===== src/rtl/core/frtr_pkg.sv =====
// Shared types and constants for the fourth-rank tensor rotation unit.
package frtr_pkg;

   // Defaults for the top-level parameters
   localparam int SPACE_DIM_DEF = 3;
   localparam int ROT_FRAC_DEF  = 14;

   // Fixed field widths
   localparam int MODE_W   = 2;
   localparam int INDEX_W  = 2;
   localparam int ROT_W    = 16;
   localparam int TENSOR_W = 32;
   localparam int RESULT_W = 32;

   // Request codes
   localparam logic [MODE_W-1:0] MODE_LOAD_ROT = 2'd0;
   localparam logic [MODE_W-1:0] MODE_LOAD_TEN = 2'd1;
   localparam logic [MODE_W-1:0] MODE_QUERY    = 2'd2;

   // Datapath widths: rotation pair product, four-way product, single term, accumulator.
   // Sized for the largest space (256 terms of at most 2^91 each).
   localparam int PAIR_W = 2 * ROT_W;
   localparam int PROD_W = 62;
   localparam int LO_W   = 32;
   localparam int HI_W   = PROD_W - LO_W;
   localparam int TERM_W = PROD_W + TENSOR_W;
   localparam int ACC_W  = 104;

   localparam logic [RESULT_W-1:0] SAT_MAX = 32'h7FFF_FFFF;
   localparam logic [RESULT_W-1:0] SAT_MIN = 32'h8000_0000;

   typedef struct packed {
      logic clear;       // zero the accumulator
      logic term_valid;  // rotation heads valid this cycle, tensor word next cycle
   } mac_ctrl_type;

endpackage


===== src/rtl/core/frtr_store.sv =====
// Synchronous single-port-write, registered-read store that reads zero until written.
module frtr_store #(
   parameter int WIDTH = frtr_pkg::TENSOR_W,
   parameter int DEPTH = frtr_pkg::SPACE_DIM_DEF ** 4
) (
   input  logic                     clock,
   input  logic                     reset,
   input  logic                     wr_en,
   input  logic [$clog2(DEPTH)-1:0] wr_addr,
   input  logic [WIDTH-1:0]         wr_data,
   input  logic [$clog2(DEPTH)-1:0] rd_addr,
   output logic [WIDTH-1:0]         rd_data
);

   logic [WIDTH-1:0] mem [DEPTH];
   logic [DEPTH-1:0] written_ff;
   logic [WIDTH-1:0] rd_data_ff;
   logic             rd_written_ff;

   always_ff @(posedge clock) begin
      if (wr_en) begin
         mem[wr_addr] <= wr_data;
      end
      rd_data_ff <= mem[rd_addr];
   end

   // per-entry written flags stand in for clearing the array at reset
   always_ff @(posedge clock) begin
      if (reset) begin
         written_ff    <= '0;
         rd_written_ff <= 1'b0;
      end else begin
         if (wr_en) begin
            written_ff[wr_addr] <= 1'b1;
         end
         rd_written_ff <= written_ff[rd_addr];
      end
   end

   assign rd_data = rd_written_ff ? rd_data_ff : '0;

endmodule


===== config.mk =====
export PLATFORM = sky130hd
export DESIGN_NAME = frtr_store
export DESIGN_NICKNAME = d
export VERILOG_FILES = /design/src/rtl/core/frtr_pkg.sv /design/src/rtl/core/frtr_store.sv
export SDC_FILE = /design/constraint.sdc
export NUM_CORES = 2
export LEC_CHECK = 0
export ABC_AREA = 1
export CORE_MARGIN = 3
export CORE_UTILIZATION = 50
export CTS_BUF_LIST = sky130_fd_sc_hd__clkbuf_8 sky130_fd_sc_hd__clkbuf_16
export DETAILED_ROUTE_END_ITERATION = 10
export DONT_BUFFER_PORTS = 1
export PLACE_DENSITY_LB_ADDON = 0.15
export SLEW_MARGIN = 20
export SYNTH_ARGS = -nofsm -noshare
export SYNTH_HDL_FRONTEND = slang
export SYNTH_SLANG_ARGS = --single-unit
export TNS_END_PERCENT = 100

===== constraint.sdc =====
create_clock -name clock -period 3.22 [get_ports clock]
set_input_delay 0.483 -clock clock [delete_from_list [all_inputs] [get_ports clock]]
set_output_delay 0.483 -clock clock [all_outputs]
set_load 0.01 [all_outputs]

==> results.cfg <==
[finish]
n_fill_cell = 17046
syn_to_final_growth_pct = 15.1
finalNetCount = 9201
drive_gt1_share_pct = 9.46
utilization_pct = 58.2

[timing]
period_minus_slack_ns = 3.15
rsz0062_at_grt = false
slew_headroom_pct = 10.1
setup_viol = 0
finalMaxSlewViolations = 0
hold_viol = 0
skew_ns = 0.0652
setup_slack_ns = 0.0730
clock.fmax_mhz = 318
worst_pin_slew_ns = 1.35
fin_crit_sh_pct = 97.7

[worst_hold_path]
hold_class = input pin to register
min-delay-start = rd_addr[4]

[detailed_routing]
firstDrtPassIters = 8
vias_per_cell = 6.04
num_vias = 73632
wire_per_inst_um = 28.8
drc = 0
dr.first_iter.drc_count = 9931
ant_nets = 0
wirelength_mm = 351

[setup_path]
crit_path_start = rd_addr[1]
worst_path_max_delay_cell = inv_8
path_cells = buf_16 -> inv_8 -> buf_12 -> buf_12 -> buf_4 -> o21ai_0 -> o22ai_1 -> nand2_1 -> nand2_1 -> nand3_1 -> nand3_1 -> nand3_1 -> nand2_1
endpoint_kind = register
critPathRequiredTime_ns = 4.09
critPathKind = input pin to register
start_kind = input pin
crit_arrival_ns = 4.01
critical_path.max_fanout = 181
critPathMaxStageDelay_ns = 0.65
rr_startpoint = mem[46][23]

[synthesis]
syn_inst = 8976
ys_seq_area_share_pct = 74.2
synth_edf_count = 2592
synthMuxAreaShare_pct = 0.0742
synthArstFlopShare_pct = 0
synthAdderAreaFrac_pct = 0
synth_compound_area_share_pct = 6.21
synth_fp_nets = 9025
yosys.area_share.simple_pct = 16.2
ys_ff_latch = 2706
synth-xor-area-share_pct = 0
avgSynthCellArea_um2 = 12.0
yosysWarningCount = 0
yosys.cell_types.count = 33
ys.flop_type = edfxtp_1
synth_area_um2 = 108000
synth_top_family_by_area = simple AND/OR/NAND/NOR gates

[cts]
root_buffer = clkbuf_16
cts_sinks = 2706
numCtsBuffers = 296
insertion_delay_ns = 0.94
cts_tree = yes
clock_path_buffers = 4
clkTransAtPathRegs_ns = 0.06
h-tree-depth = 5

[die]
die_h_um = 471
initial_utilization_pct = 50.6
dieArea_um2 = 221000
die-width_um = 471
pin_count = 81
fp-row-count = 169
core_um2 = 213000

[placement]
dp_slack_ns = -0.178
place.gp.congestion = 0.869
place.detailed.hpwl_mm = 177
port_buffers = 0

[status]
status = completed

[job]
maxCapViolCount = 0

[global_route]
grt_use_total_pct = 30.8
grt_max_degree = 1345
gr-total-overflow = 0
antenna_found_initial = 24
grt_pass1_wl_mm = 496
grt_pass1_vias = 69305

[power]
powerDensity_nw_per_um2 = 609
peakVddDrop_mv = 0.639
p_leak_nw = 43.5
-- cell families after synthesis --
logic type / after synthesis
AND/OR/NAND/NOR: 4312
multiplexers: 8
flip-flops: 2706
AO/OA/AOI/OAI: 1221
buffers and inverters: 729
-- cell type report --
cell class	instances	area [µm²]	area share, %
flip-flops and latches	2706	80100	64.5
multi-input cells	5541	24900	20.0
clock buffers	323	7880	6.34
repair buffers	449	6070	4.89
well taps	2821	3530	2.84
clock inverters	181	1100	0.882
inverters	158	623	0.502
diodes	12	30.0	0.0242
-- through the flow --
stage	setup TNS (ns)	instances	hold WS (ns)	power [mW]	instance area [µm²]
6_report	0	12191	0.0667	75.6	124000
2_1_floorplan	0	8976	0.426	41.9	108000
3_5_place_dp	-0.437	11578	0.457	43.0	113000
3_3_place_gp	-0.0543	11578	0.443	43.0	113000
5_1_grt	0	12186	0.0515	77.6	124000
4_1_cts	0	12161	0.00843	75.3	124000
-- state kept, by name (all words and copies together), names as in the netlist --
signal,flops
rd_written_ff,1
written_ff,81
mem,2592
rd_data_ff,32
-- path summary, 6_finish.rpt --
path / end / slack (ns) / depth (start not counted)
worst min register to register: written_ff[31] / 0.47 / 2
worst max register to register: rd_data_ff[23] / 1.14 / 9
worst max-delay path: rd_data_ff[23] / 0.07 / 13
worst min-delay path: rd_data_ff[24] / 0.07 / 3
-- power breakdown --
part | switching [mW] | total, mW | internal, mW
Combinational | 3.55 | 4.90 | 1.36
Sequential | 0.138 | 38.9 | 38.7
Clock | 13.5 | 31.9 | 18.4
Total | 17.1 | 75.6 | 58.5
-- synthesized netlist by cell type (all sizes together), types with 9 or more instances --
| library cell | number | share of area, % |
|---|---|---|
| a21boi | 30 | 0.21 |
| a21oi | 230 | 1.1 |
| a31oi | 9 | 0.052 |
| buf | 431 | 2.2 |
| clkbuf | 140 | 0.49 |
| dfxtp | 114 | 2.1 |
| edfxtp | 2592 | 72 |
| inv | 156 | 0.54 |
| nand2 | 2192 | 7.6 |
| nand3 | 905 | 4.2 |
| nand4 | 23 | 0.13 |
| nor2 | 1140 | 4.0 |
| nor3 | 37 | 0.17 |
| o211ai | 105 | 0.73 |
| o21ai | 675 | 3.1 |
| o22ai | 161 | 0.93 |
-- critical path, delay by kind of cell --
kind | cells | cell delay [ns]
compound gates | 2 | 0.32
buf+inv | 5 | 1.51
simple gates | 6 | 1.18
-- repair_timing --
item                                    in CTS  in global routing
resized for setup                            0                  3
buffers inserted                             0                  0
hold buffers                                79                  0
endpoints found under the hold margin     2694                  0
endpoints found under the setup margin       0                 33
-- metal layers --
layer | vias up | share of wire, % | track usage [%] | wire (µm)
met5 | - | 0.023 | 0 | 81
met4 | 12 | 4.5 | 12.8 | 15900
met3 | 664 | 11 | 6.04 | 37800
met2 | 4161 | 46 | 47.4 | 160000
met1 | 36716 | 39 | 43.1 | 138000
li1 | 32079 | - | - | -
-- layout by cell type (no fill, tap or decap), drive strengths merged, types with 105 or more instances in the layout --
cell and count:
clkbuf 332, edfxtp 2592, o22ai 161, o21ai 675
nand2 2192, buf 394, a21oi 230, nor2 1140
dfxtp 114, inv 235, o211ai 105, nand3 905
Note: power is estimated with default switching activity, not from simulation.
